$ cat src/rtl/single_wire_pulse_width_command_tx_top_assert.svh
// ----------------------------------------------------------------------------
// Assertion macros for the single-wire command transmitter
// Concurrent checks that are clocked on the rising edge and disabled in reset.
// ----------------------------------------------------------------------------
`ifndef SINGLE_WIRE_PULSE_WIDTH_COMMAND_TX_TOP_ASSERT_SVH
`define SINGLE_WIRE_PULSE_WIDTH_COMMAND_TX_TOP_ASSERT_SVH

// The property must hold at every clock edge outside reset.
`define SWPWTX_ASSERT(lbl, clk, rstn, prop, msg) \
  lbl: assert property (@(posedge clk) disable iff (!rstn) (prop)) else $error(msg);

// When the condition holds, the consequence must hold in the following cycle.
`define SWPWTX_ASSERT_NEXT(lbl, clk, rstn, cond, cons, msg) \
  lbl: assert property (@(posedge clk) disable iff (!rstn) (cond) |=> (cons)) else $error(msg);

`endif

$ cat src/rtl/swpwtx_pkg.sv
// ----------------------------------------------------------------------------
// swpwtx_pkg
// Types and constants of the single-wire pulse-width command transmitter.
// ----------------------------------------------------------------------------
`timescale 1ns / 1ps
`default_nettype none

package swpwtx_pkg;

  localparam int unsigned LevelW = 8;
  localparam int unsigned TimeW  = 10;
  localparam int unsigned DurW   = 12;
  localparam int unsigned IdxW   = 6;

  typedef logic [1:0] req_type_t;
  localparam req_type_t REQ_SET     = 2'd0;
  localparam req_type_t REQ_DETECT  = 2'd1;
  localparam req_type_t REQ_SUSPEND = 2'd2;
  localparam req_type_t REQ_RESUME  = 2'd3;

  typedef logic [2:0] reg_idx_t;
  localparam reg_idx_t REG_MAX_LEVEL    = 3'd0;
  localparam reg_idx_t REG_START_TIME   = 3'd1;
  localparam reg_idx_t REG_END_TIME     = 3'd2;
  localparam reg_idx_t REG_SHORT_TIME   = 3'd3;
  localparam reg_idx_t REG_DETECT_DELAY = 3'd4;
  localparam reg_idx_t REG_DETECT_LOW   = 3'd5;

  localparam logic [LevelW-1:0] RST_MAX_LEVEL    = 8'd255;
  localparam logic [TimeW-1:0]  RST_START_TIME   = 10'd3;
  localparam logic [TimeW-1:0]  RST_END_TIME     = 10'd3;
  localparam logic [TimeW-1:0]  RST_SHORT_TIME   = 10'd3;
  localparam logic [DurW-1:0]   RST_DETECT_DELAY = 12'd120;
  localparam logic [DurW-1:0]   RST_DETECT_LOW   = 12'd280;

  localparam logic [LevelW-1:0] CMD_SET_BYTE = 8'h72;

  // Segment index: detect high, detect low, 36 byte segments, hold high.
  localparam logic [IdxW-1:0] IDX_DET_HIGH  = 6'd0;
  localparam logic [IdxW-1:0] IDX_DET_LOW   = 6'd1;
  localparam logic [IdxW-1:0] IDX_BYTE_BASE = 6'd2;
  localparam logic [IdxW-1:0] IDX_HOLD      = 6'd38;
  localparam logic [IdxW-1:0] SEGS_PER_BYTE = 6'd18;
  localparam logic [4:0]      BYTE_LAST_J   = 5'd17;

endpackage

`default_nettype wire

$ cat src/rtl/single_wire_pulse_width_command_tx_top.sv
// ----------------------------------------------------------------------------
// single_wire_pulse_width_command_tx_top
// Turns light-control requests into timed wire segments for a single-wire
// pulse-width link, one segment per output transaction.
// ----------------------------------------------------------------------------
// Channel   Dir  Handshake                 Payload
// s_axis    in   s_axis_tvalid/tready      tuser req_type, tdata level_req
// m_axis    out  m_axis_tvalid/tready      tdata segment fields, tlast last
// cfg       in   cfg_we_i                  cfg_addr_i index, cfg_wdata_i value
//
// A request yields 3 to 39 segments, one per unstalled cycle from the counter.
// The next request is taken in the cycle that the hold segment is produced.
// The output register holds a segment while m_axis_tready is low; the
// segment counter stops until it is taken.
// Reset clears the configuration to its defaults and the brightness to zero.
// ----------------------------------------------------------------------------
`timescale 1ns / 1ps
`default_nettype none

`include "single_wire_pulse_width_command_tx_top_assert.svh"

module single_wire_pulse_width_command_tx_top (
  input  wire logic        clk_i,
  input  wire logic        rst_ni,
  input  wire logic        s_axis_tvalid,
  output logic             s_axis_tready,
  input  wire logic [15:0] s_axis_tdata,  // [15:0] level_req
  input  wire logic [1:0]  s_axis_tuser,  // [1:0] req_type
  output logic             m_axis_tvalid,
  input  wire logic        m_axis_tready,
  output logic [23:0]      m_axis_tdata,  // [0] line_level, [12:1] duration_us,
                                          // [13] line_enable, [21:14] level_now
  output logic             m_axis_tlast,
  input  wire logic        cfg_we_i,
  input  wire logic [2:0]  cfg_addr_i,
  input  wire logic [11:0] cfg_wdata_i
);

  localparam int unsigned LW = swpwtx_pkg::LevelW;
  localparam int unsigned TW = swpwtx_pkg::TimeW;
  localparam int unsigned DW = swpwtx_pkg::DurW;
  localparam int unsigned IW = swpwtx_pkg::IdxW;

  logic [LW-1:0] max_level_q;
  logic [TW-1:0] start_time_q, end_time_q, short_time_q;
  logic [DW-1:0] detect_delay_q, detect_low_q;

  always_ff @(posedge clk_i or negedge rst_ni) begin
    if (!rst_ni) begin
      max_level_q    <= swpwtx_pkg::RST_MAX_LEVEL;
      start_time_q   <= swpwtx_pkg::RST_START_TIME;
      end_time_q     <= swpwtx_pkg::RST_END_TIME;
      short_time_q   <= swpwtx_pkg::RST_SHORT_TIME;
      detect_delay_q <= swpwtx_pkg::RST_DETECT_DELAY;
      detect_low_q   <= swpwtx_pkg::RST_DETECT_LOW;
    end else if (cfg_we_i) begin
      unique case (cfg_addr_i)
        swpwtx_pkg::REG_MAX_LEVEL:    max_level_q    <= cfg_wdata_i[LW-1:0];
        swpwtx_pkg::REG_START_TIME:   start_time_q   <= cfg_wdata_i[TW-1:0];
        swpwtx_pkg::REG_END_TIME:     end_time_q     <= cfg_wdata_i[TW-1:0];
        swpwtx_pkg::REG_SHORT_TIME:   short_time_q   <= cfg_wdata_i[TW-1:0];
        swpwtx_pkg::REG_DETECT_DELAY: detect_delay_q <= cfg_wdata_i;
        swpwtx_pkg::REG_DETECT_LOW:   detect_low_q   <= cfg_wdata_i;
        default: ;
      endcase
    end
  end

  // Request state and the request being sent.
  logic [LW-1:0] level_q, level_d, saved_q, saved_d;
  logic          line_on_q, line_on_d;
  logic          active_q, active_d;
  logic [IW-1:0] idx_q, idx_d;
  logic [LW-1:0] lvl_q, lvl_d;
  logic          body_en_q, body_en_d, hold_en_q, hold_en_d;
  logic          is_det_q, is_det_d;

  logic          accept, fire, seg_last;
  logic [LW-1:0] clamp_in, clamp_saved;
  logic [IW-1:0] start_idx;

  assign fire          = active_q && (!m_axis_tvalid || m_axis_tready);
  assign seg_last      = (idx_q == swpwtx_pkg::IDX_HOLD);
  assign s_axis_tready = !active_q || (fire && seg_last);
  assign accept        = s_axis_tvalid && s_axis_tready;

  always_comb begin
    if (s_axis_tdata[15]) begin
      clamp_in = '0;
    end else if (s_axis_tdata > {8'd0, max_level_q}) begin
      clamp_in = max_level_q;
    end else begin
      clamp_in = s_axis_tdata[LW-1:0];
    end
    clamp_saved = (saved_q > max_level_q) ? max_level_q : saved_q;
  end

  always_comb begin
    level_d   = level_q;
    saved_d   = saved_q;
    line_on_d = line_on_q;
    lvl_d     = lvl_q;
    body_en_d = body_en_q;
    hold_en_d = hold_en_q;
    is_det_d  = is_det_q;
    start_idx = swpwtx_pkg::IDX_BYTE_BASE;
    unique case (s_axis_tuser)
      swpwtx_pkg::REQ_SET: begin
        lvl_d     = clamp_in;
        body_en_d = line_on_q;
        hold_en_d = line_on_q;
        is_det_d  = 1'b0;
      end
      swpwtx_pkg::REQ_DETECT: begin
        lvl_d     = level_q;
        body_en_d = line_on_q;
        hold_en_d = line_on_q;
        is_det_d  = 1'b1;
        start_idx = swpwtx_pkg::IDX_DET_HIGH;
      end
      swpwtx_pkg::REQ_SUSPEND: begin
        saved_d   = level_q;
        lvl_d     = '0;
        body_en_d = line_on_q;
        hold_en_d = 1'b0;
        line_on_d = 1'b0;
        is_det_d  = 1'b0;
      end
      swpwtx_pkg::REQ_RESUME: begin
        lvl_d     = clamp_saved;
        body_en_d = 1'b1;
        hold_en_d = 1'b1;
        line_on_d = 1'b1;
        is_det_d  = 1'b0;
        start_idx = swpwtx_pkg::IDX_DET_HIGH;
      end
      default: ;
    endcase
    level_d = lvl_d;
  end

  always_comb begin
    active_d = active_q;
    idx_d    = idx_q;
    if (fire) begin
      if (seg_last) begin
        active_d = 1'b0;
      end else if (is_det_q && idx_q == swpwtx_pkg::IDX_DET_LOW) begin
        idx_d = swpwtx_pkg::IDX_HOLD;
      end else begin
        idx_d = idx_q + 1'b1;
      end
    end
    if (accept) begin
      active_d = 1'b1;
      idx_d    = start_idx;
    end
  end

  always_ff @(posedge clk_i or negedge rst_ni) begin
    if (!rst_ni) begin
      level_q   <= '0;
      saved_q   <= '0;
      line_on_q <= 1'b1;
      active_q  <= 1'b0;
      idx_q     <= '0;
    end else begin
      active_q <= active_d;
      idx_q    <= idx_d;
      if (accept) begin
        level_q   <= level_d;
        saved_q   <= saved_d;
        line_on_q <= line_on_d;
      end
    end
  end

  always_ff @(posedge clk_i) begin
    if (accept) begin
      lvl_q     <= lvl_d;
      body_en_q <= body_en_d;
      hold_en_q <= hold_en_d;
      is_det_q  <= is_det_d;
    end
  end

  // Segment decode for the current index.
  logic [IW-1:0] k_idx, j_full;
  logic          second;
  logic [4:0]    j, bpos;
  logic [LW-1:0] cur_byte, shifted;
  logic [DW-1:0] short_dur, long_dur;
  logic          seg_level, seg_en;
  logic [DW-1:0] seg_dur;

  always_comb begin
    k_idx     = idx_q - swpwtx_pkg::IDX_BYTE_BASE;
    second    = (k_idx >= swpwtx_pkg::SEGS_PER_BYTE);
    j_full    = second ? (k_idx - swpwtx_pkg::SEGS_PER_BYTE) : k_idx;
    j         = j_full[4:0];
    bpos      = j - 5'd1;
    cur_byte  = second ? lvl_q : swpwtx_pkg::CMD_SET_BYTE;
    shifted   = cur_byte << bpos[3:1];
    short_dur = {2'b00, short_time_q};
    long_dur  = {1'b0, short_time_q, 1'b0} + {2'b00, short_time_q};
    seg_en    = seg_last ? hold_en_q : body_en_q;
    priority if (idx_q == swpwtx_pkg::IDX_DET_HIGH) begin
      seg_level = 1'b1;
      seg_dur   = detect_delay_q;
    end else if (idx_q == swpwtx_pkg::IDX_DET_LOW) begin
      seg_level = 1'b0;
      seg_dur   = detect_low_q;
    end else if (seg_last) begin
      seg_level = 1'b1;
      seg_dur   = '0;
    end else if (j == 5'd0) begin
      seg_level = 1'b1;
      seg_dur   = {2'b00, start_time_q};
    end else if (j == swpwtx_pkg::BYTE_LAST_J) begin
      seg_level = 1'b0;
      seg_dur   = {2'b00, end_time_q};
    end else begin
      seg_level = bpos[0];
      if (bpos[0] ^ shifted[LW-1]) begin
        seg_dur = short_dur;
      end else begin
        seg_dur = long_dur;
      end
    end
  end

  // Output register.
  logic        out_valid_q;
  logic [23:0] out_data_q;
  logic        out_last_q;

  always_ff @(posedge clk_i or negedge rst_ni) begin
    if (!rst_ni) begin
      out_valid_q <= 1'b0;
    end else if (fire) begin
      out_valid_q <= 1'b1;
    end else if (m_axis_tready) begin
      out_valid_q <= 1'b0;
    end
  end

  always_ff @(posedge clk_i) begin
    if (fire) begin
      out_data_q <= {2'b00, lvl_q, seg_en, seg_dur, seg_level};
      out_last_q <= seg_last;
    end
  end

  assign m_axis_tvalid = out_valid_q;
  assign m_axis_tdata  = out_data_q;
  assign m_axis_tlast  = out_last_q;

  `SWPWTX_ASSERT(a_idx_range, clk_i, rst_ni, !active_q || idx_q <= swpwtx_pkg::IDX_HOLD,
    "segment index beyond the hold segment")
  `SWPWTX_ASSERT(a_last_is_hold, clk_i, rst_ni,
    !(m_axis_tvalid && m_axis_tlast) || (m_axis_tdata[0] && m_axis_tdata[12:1] == 12'd0),
    "final segment is not a hold-high segment")
  `SWPWTX_ASSERT_NEXT(a_accept_starts, clk_i, rst_ni, accept, active_q,
    "accepted request did not start the segment counter")

endmodule

`default_nettype wire
$ cat config.mk
export PLATFORM = sky130hd
export DESIGN_NAME = single_wire_pulse_width_command_tx_top
export DESIGN_NICKNAME = d
export VERILOG_FILES = /design/src/rtl/swpwtx_pkg.sv /design/src/rtl/single_wire_pulse_width_command_tx_top.sv
export VERILOG_INCLUDE_DIRS = /design/src /design/src/rtl
export SDC_FILE = /design/constraint.sdc
export NUM_CORES = 1
export LEC_CHECK = 0
export ABC_AREA = 1
export BUFFER_PORTS_ARGS = -buffer_cell sky130_fd_sc_hd__buf_2
export CAP_MARGIN = 40
export CELL_PAD_IN_SITES_DETAIL_PLACEMENT = 1
export CELL_PAD_IN_SITES_GLOBAL_PLACEMENT = 1
export CORE_MARGIN = 5
export CORE_UTILIZATION = 41
export DETAILED_ROUTE_END_ITERATION = 10
export PLACE_DENSITY = 0.77
export SYNTH_ARGS = -nofsm -noshare
export SYNTH_HDL_FRONTEND = slang
export SYNTH_SLANG_ARGS = --single-unit
$ cat constraint.sdc
create_clock -name clk_i -period 2.9 [get_ports clk_i]
set_input_delay 0.58 -clock clk_i [delete_from_list [all_inputs] [get_ports clk_i]]
set_output_delay 0.58 -clock clk_i [all_outputs]
set_load 0.03 [all_outputs]
==> out/qor.yml, run 1 <==
status: "complete, but fails checks"
failed_checks: "setup timing"
power.density_mw_per_mm2: 1373
hpwl_mm: 14.56
cts_max_path_buffers: 2
criticalPathCategory: "reg -> reg"
area_growth_pct: 22.79
cp.arrival_ns: 3.11
antenna_left: 0
place.port_buffers: 62
post-route-period-util_pct: 101.1
crit_path_end_kind: "flop"
antenna_found_initial: 0
dpl_cell_area_mm2: 0.007343
cp.buffers_inverters: 3
synthArstFlopShare_pct: 71.90
ys_types: 46
synth-seq-cells: 121
worst_slew_pin_slew_ns: 0.8561
fin_setup_tns_ns: -0.03835
grt-ovfl-total: 0
critPathSlowestCell: "dfrtp_1"
grt_pass1_wl_mm: 32.83
path_max_fanout: 10
rr_worst_depth: 19
worst_hold_slack_ns: 0.1721
die_x_um: 137.6
ys_warn_count: 0
synth_enable_flop_cells: 34
relSlewSlack_pct: 42.79
clk_latency_ns: 0.42
dp_slack_ns: -0.08773
fin_skew_ns: 0.008130
vdd_drop_max_v: 0.0005875
cts.sinks: 121
drc: 0
via_per_inst: 5.284
cts_hold_buf: 0
fp-row-count: 46
syn_area_per_cell_um2: 8.564
cp_top_family: "simple AND/OR/NAND/NOR gates"
crit_chain: "inv_2, ha_4, nand2_1, nand2_1, nand2_1, nand2_4, nand2_4, nand2_4, nand2_2, o21ai_4, inv_1, nor2_2, nand2_2, buf_4, or2_2, nand2_1, nand2_1, nand2_1, a21oi_2"
start_util_pct: 41.90
grt_pass1_vias: 6292
r2r-end: "m_axis_tdata[7]"
syn_area_mm2: 0.006680
hold_violations: 0
grt_max_degree: 45
synth_flop_cell: "dfrtp_1"
die_h_um: 137.6
first_iter_violations: 435
min_period_ns: 2.932
drive_above_1_share_pct: 24.92
fin_nets: 945
cts_buffers: 17
critPathLaunchType: "flop"
setup_ws_ns: -0.03176
cp_common_cell: "nand2_1"
fin_area_mm2: 0.008203
cts.clk_slew.worst_paths_ns: 0.06
cts-root-buf: "clkbuf_16"
p_leak_nw: 3.882
grt_usage_pct: 22.39
pin_count: 65
hold_path_class: "in -> async"
n_antenna_cell: 0
yosysSeqAreaShare_pct: 48.29
wl_per_cell_um: 19.05
fillCellCount: 1904
slowest_delay_ns: 0.39
cts_tree: "built"
vias: 5807
slew_viol_final: 0
cp.required_ns: 3.08
core_region_area_mm2: 0.01594
maxCapViolCount: 0
drtPass1Iterations: 5
finalSetupViolCount: 3
h-tree-depth: 4
die_area_mm2: 0.01895
routabilityCongestion: 0.8506
fmax_mhz: 341.1
wl_mm: 20.94
final-seq-area_mm2: 0.003226
r2r_slack_ns: -0.03
synthCells: 780
multiInputGateArea_mm2: 0.003248
r2r-start: "idx_q[3]"
post-route-util_pct: 51.45
[placed cells by master, fill, tap and decap left out, types with 7 or more instances in the layout]
| master | instances |
|---|---|
| o211ai_1 | 8 |
| inv_2 | 7 |
| a21oi_2 | 8 |
| nand2_1 | 188 |
| nand2_2 | 13 |
| nand3_1 | 36 |
| buf_4 | 29 |
| edfxtp_1 | 34 |
| o21ai_0 | 106 |
| ha_1 | 32 |
| nand2_4 | 10 |
| nand3_2 | 10 |
| dfrtp_1 | 65 |
| buf_2 | 61 |
| a21oi_1 | 20 |
| xnor2_1 | 7 |
| nor2_1 | 53 |
| dfstp_2 | 22 |
| inv_1 | 73 |
| clkbuf_16 | 21 |
| a22oi_1 | 7 |
[state kept, by name (all words and copies together) (netlist names), 6 cells and up]
register	count
short_time_q	10
saved_q	8
lvl_q	8
idx_q	6
end_time_q	10
max_level_q	8
detect_delay_q	12
level_q	8
m_axis_tdata	22
detect_low_q	12
start_time_q	10
[layer usage]
| layer | global-route usage (%) | share of wire, % |
|---|---|---|
| met5 | 0 | 0 |
| met4 | 6.763 | 2.6 |
| met3 | 3.725 | 2.9 |
| met2 | 37.53 | 50 |
| met1 | 29.72 | 45 |
[logic make-up after synthesis]
family,Yosys count,synth area share [%]
AOI/OAI and AO/OA,172,14.85
and+or+nand+nor,334,22.14
other,1,0.05614
xor gates and xnor gates,12,1.686
adders and majority gates,37,7.042
DFF,121,48.29
buffers and inverters,103,5.937
[cell usage after synthesis (4+ instances only)]
| library cell | number | area share (%) |
|---|---|---|
| edfxtp_1 | 34 | 15 |
| xor2_1 | 4 | 0.52 |
| ha_1 | 36 | 6.7 |
| nand3_1 | 44 | 3.3 |
| nor2_1 | 57 | 3.2 |
| clkbuf_1 | 17 | 0.96 |
| o21ai_0 | 109 | 8.2 |
| nand3_2 | 4 | 0.60 |
| dfstp_2 | 22 | 8.7 |
| a21oi_2 | 6 | 0.79 |
| or2_2 | 4 | 0.37 |
| inv_1 | 78 | 4.4 |
| nand2_4 | 10 | 1.7 |
| a22oi_1 | 7 | 0.79 |
| a31oi_1 | 4 | 0.37 |
| nand2_1 | 195 | 11 |
| a21oi_1 | 22 | 1.6 |
| xnor2_1 | 7 | 0.92 |
| o211ai_1 | 8 | 0.90 |
| dfrtp_1 | 65 | 24 |
| nand2_2 | 8 | 0.75 |
[through the flow]
stage | instances | power, mW
2_1_floorplan | 781 | 6.701
3_5_place_dp | 1058 | 8.180
6_report | 1099 | 11.26
4_1_cts | 1090 | 10.41
5_1_grt | 1099 | 11.98
3_3_place_gp | 1058 | 7.919
[repair_timing]
| action | CTS | global route |
|---|---|---|
| buffers inserted | 0 | 10 |
| cloned | 0 | 0 |
| pin swaps | 0 | 14 |
| setup endpoints to repair | 14 | 28 |
| gates resized for setup | 3 | 45 |
[area by class of cell]
type                    instances  area share (%)
clock inverters                 9          0.8694
repair buffers                 91           6.620
clock buffers                  23           6.498
inverters                      82           3.798
multi-input cells             557           39.60
flip-flops and latches        121           39.32
well taps                     216           3.295
[how the worst max path moves through the flow]
stage | start | endpoint | slack (ns) | depth (start not counted)
floorplan | idx_q[0] | body_en_q | 0.009 | 7
global placement | s_axis_tdata[1] | lvl_q[2] | -0.01 | 11
detailed placement | s_axis_tdata[1] | lvl_q[5] | -0.09 | 11
CTS | idx_q[2] | m_axis_tdata[7] | 0.008 | 18
global route | idx_q[3] | m_axis_tdata[6] | -0.14 | 19
finish | idx_q[3] | m_axis_tdata[7] | -0.03 | 19
[where the power goes]
group | switching, mW | leakage [nW] | internal, mW
sequential | 0.324 | 1.38 | 2.42
combinational | 4.14 | 2.20 | 2.25
clock | 0.810 | 0.296 | 1.31
total | 5.28 | 3.88 | 5.98
No activity file was read; power rests on OpenSTA's default activity.
==> run 2: changes to the inputs <==
--- a/config.mk
+++ b/config.mk
@@ -6,15 +6,14 @@
 export SDC_FILE = /design/constraint.sdc
 export NUM_CORES = 1
 export LEC_CHECK = 0
-export ABC_AREA = 1
 export BUFFER_PORTS_ARGS = -buffer_cell sky130_fd_sc_hd__buf_2
 export CAP_MARGIN = 40
 export CELL_PAD_IN_SITES_DETAIL_PLACEMENT = 1
-export CELL_PAD_IN_SITES_GLOBAL_PLACEMENT = 1
+export CELL_PAD_IN_SITES_GLOBAL_PLACEMENT = 2
 export CORE_MARGIN = 5
-export CORE_UTILIZATION = 41
+export CORE_UTILIZATION = 36
 export DETAILED_ROUTE_END_ITERATION = 10
-export PLACE_DENSITY = 0.77
+export PLACE_DENSITY = 0.76
 export SYNTH_ARGS = -nofsm -noshare
 export SYNTH_HDL_FRONTEND = slang
 export SYNTH_SLANG_ARGS = --single-unit
==> constraint.sdc (replaced) <==
create_clock -name clk_i -period 2.9 [get_ports clk_i]
set_input_delay 0.58 -clock clk_i [delete_from_list [all_inputs] [get_ports clk_i]]
set_output_delay 0.58 -clock clk_i [all_outputs]
set_load 0.01 [all_outputs]
==> out/qor.yml, run 2 <==
hold_path_class: "in -> async"
place.port_buffers: 62
final_cells: 956
die_x_um: 147.7
die_area_mm2: 0.02182
synth_area_leaders: "dfrtp_1, edfxtp_1, mux2_2"
slew_viol_final: 0
hpwl_mm: 13.63
largest_reg_flops: 22
synth_top_area_cell: "dfrtp_1"
drive_above_1_share_pct: 38.50
grt_max_degree: 39
syn_area_mm2: 0.006827
cts_tree: "built"
pwr-share-clk_pct: 21.8
cp.required_ns: 3.05
min_period_ns: 2.764
mostFrequentLayoutCells: "mux2_2, dfrtp_1, buf_2"
ys_warn_count: 0
pin_count: 65
finalSetupViolCount: 0
first_iter_violations: 258
cp.arrival_ns: 2.92
clk_latency_ns: 0.42
fin_nets: 784
placedCellCount: 916
post-route-util_pct: 45.02
cts.clk_slew.worst_paths_ns: 0.05
cts_hold_buf: 0
crit_path_start: "idx_q[2]"
maxCapViolCount: 0
n_antenna_cell: 0
grt_usage_pct: 18.06
wl_mm: 18.74
final_common_cell: "mux2_2"
criticalPathCategory: "reg -> reg"
antenna_found_initial: 0
vdd_drop_max_v: 0.0004457
die_h_um: 147.7
p_seq_share_pct: 28.2
critPathLaunchType: "flop"
netSwitchingPower_mw: 3.691
drtPass1Iterations: 6
drc: 0
hold_violations: 0
ys_types: 68
cts_max_path_buffers: 2
synthArstFlopShare_pct: 71.90
setup_ws_ns: 0.1358
synth.most_common_cell: "mux2_2"
relSlewSlack_pct: 53.84
fp-row-count: 50
grt_pass1_wl_mm: 31.01
power.density_mw_per_mm2: 1155
dp_slack_ns: -0.03524
synth-seq-cells: 121
core_region_area_mm2: 0.01871
yosysSeqAreaShare_pct: 47.25
fin_skew_ns: 0.01298
routabilityCongestion: 0.8963
synthCells: 609
worst_slew_pin_slew_ns: 0.6887
start_util_pct: 36.49
p_int_mw: 6.032
post-route-period-util_pct: 95.32
synth_flop_cell: "dfrtp_1"
p_sw_share_pct: 37.96
vias: 5174
combPwrFrac_pct: 50.0
synth_top_area_share_pct: 23.83
synth_common_cells: "mux2_2, dfrtp_1, nand2_1, o21ai_0, ha_1"
via_per_inst: 5.412
grt_pass1_vias: 5737
p_leak_nw: 3.595
h-tree-depth: 4
cts_buffers: 17
wl_per_cell_um: 19.60
rsz0062_at_grt: "true"
area_growth_pct: 23.35
status: "completed"
crit_path_end_kind: "flop"
synth_enable_flop_cells: 34
antenna_left: 0
fmax_mhz: 361.8
cts.sinks: 121
syn_area_per_cell_um2: 11.21
grt-ovfl-total: 0
p_total_mw: 9.723
path_max_fanout: 7
cts-root-buf: "clkbuf_16"
r2r-start: "idx_q[2]"
[run 2: changes by cell type after synthesis, moves of 20 or more]
cell,before,now
nor2_1,57,30
o21ai_0,109,38
nand3_1,44,4
inv_1,78,23
mux2i_1,0,20
nand2_1,195,60
mux2_2,0,71
[run 2: cells by family (layout without fill, tap and decap cells)]
logic type	after synthesis	after routing	share of synthesized area (%)
buffers and inverters	50	162	3.189
AND/OR/NAND/NOR	150	150	10.61
other	1	2	0.05493
adder cells (fa/ha/maj)	37	37	6.891
flip-flops	121	121	47.25
XOR/XNOR	16	16	2.493
multiplexers	93	93	15.19
AO/OA/AOI/OAI	141	141	14.31
[run 2: final cells by class]
class / instances / area, um2
fill: 2013 / 10280
multi-input combinational: 439 / 3547
sequential: 121 / 3226
timing repair buffer: 106 / 663.1
clock buffer: 22 / 516.7
tap: 234 / 292.8
inverter: 24 / 91.34
clock inverter: 10 / 83.83
[run 2: metal layers]
layer / up-vias / GRT usage (%) / wire length (um)
met1: 2612 / 24.45 / 8803
met3: 25 / 3.403 / 561
met4: 0 / 6.384 / 362
met5: - / 0 / 0
met2: 87 / 29.04 / 9008
li1: 2450 / - / -
[run 2: power by group through the flow]
stage | combinational (mW) | clock, mW | sequential, mW
3_3_place_gp | 4.50 | 0 | 2.72
3_5_place_dp | 4.63 | 0 | 2.75
5_1_grt | 5.36 | 2.27 | 2.80
2_1_floorplan | 3.35 | 0 | 2.72
4_1_cts | 4.76 | 2.18 | 2.74
6_report | 4.86 | 2.12 | 2.74
[run 2: worst max-delay path: stages (launching register included)]
cell and delay (ns):
dfrtp_1 0.38, inv_2 0.11, ha_1 0.16, a21boi_4 0.22, buf_6 0.14, xor2_4 0.25
a21oi_2 0.11, mux2_4 0.34, a21oi_2 0.14, a2bb2oi_2 0.18, buf_6 0.16, mux2i_1 0.20
o22ai_1 0.12
[run 2: path summary, 6_finish.rpt]
kind | end | slack [ns] | cells past startpoint
setup reg to reg | m_axis_tdata[6] | 0.14 | 12
setup / recovery | m_axis_tdata[6] | 0.14 | 12
max in group asynchronous | detect_low_q[3] | 2.10 | 2
min in group clk_i | active_q | 0.39 | 2
hold reg to reg | m_axis_tvalid | 0.48 | 1
hold / removal | level_q[6] | 0.07 | 1
[run 2: timing repair]
item                                    4_1_cts  5_1_grt
pin swaps                                     1        8
gates cloned                                  0        0
endpoints found under the hold margin         0        0
buffers inserted                              2        6
endpoints found under the setup margin        8       22
resized for setup                             6       11
[run 2: stage by stage]
stage               hold slack (ns)    TNS, ns  instance area, um2
floorplan                    0.2844   -0.06743                6922
CTS                         0.06845          0                8342
finish                      0.06875          0                8421
global placement             0.4523  -0.002284                7681
global route                0.08093   -0.03652                8421
detailed placement           0.4773   -0.07011                7689
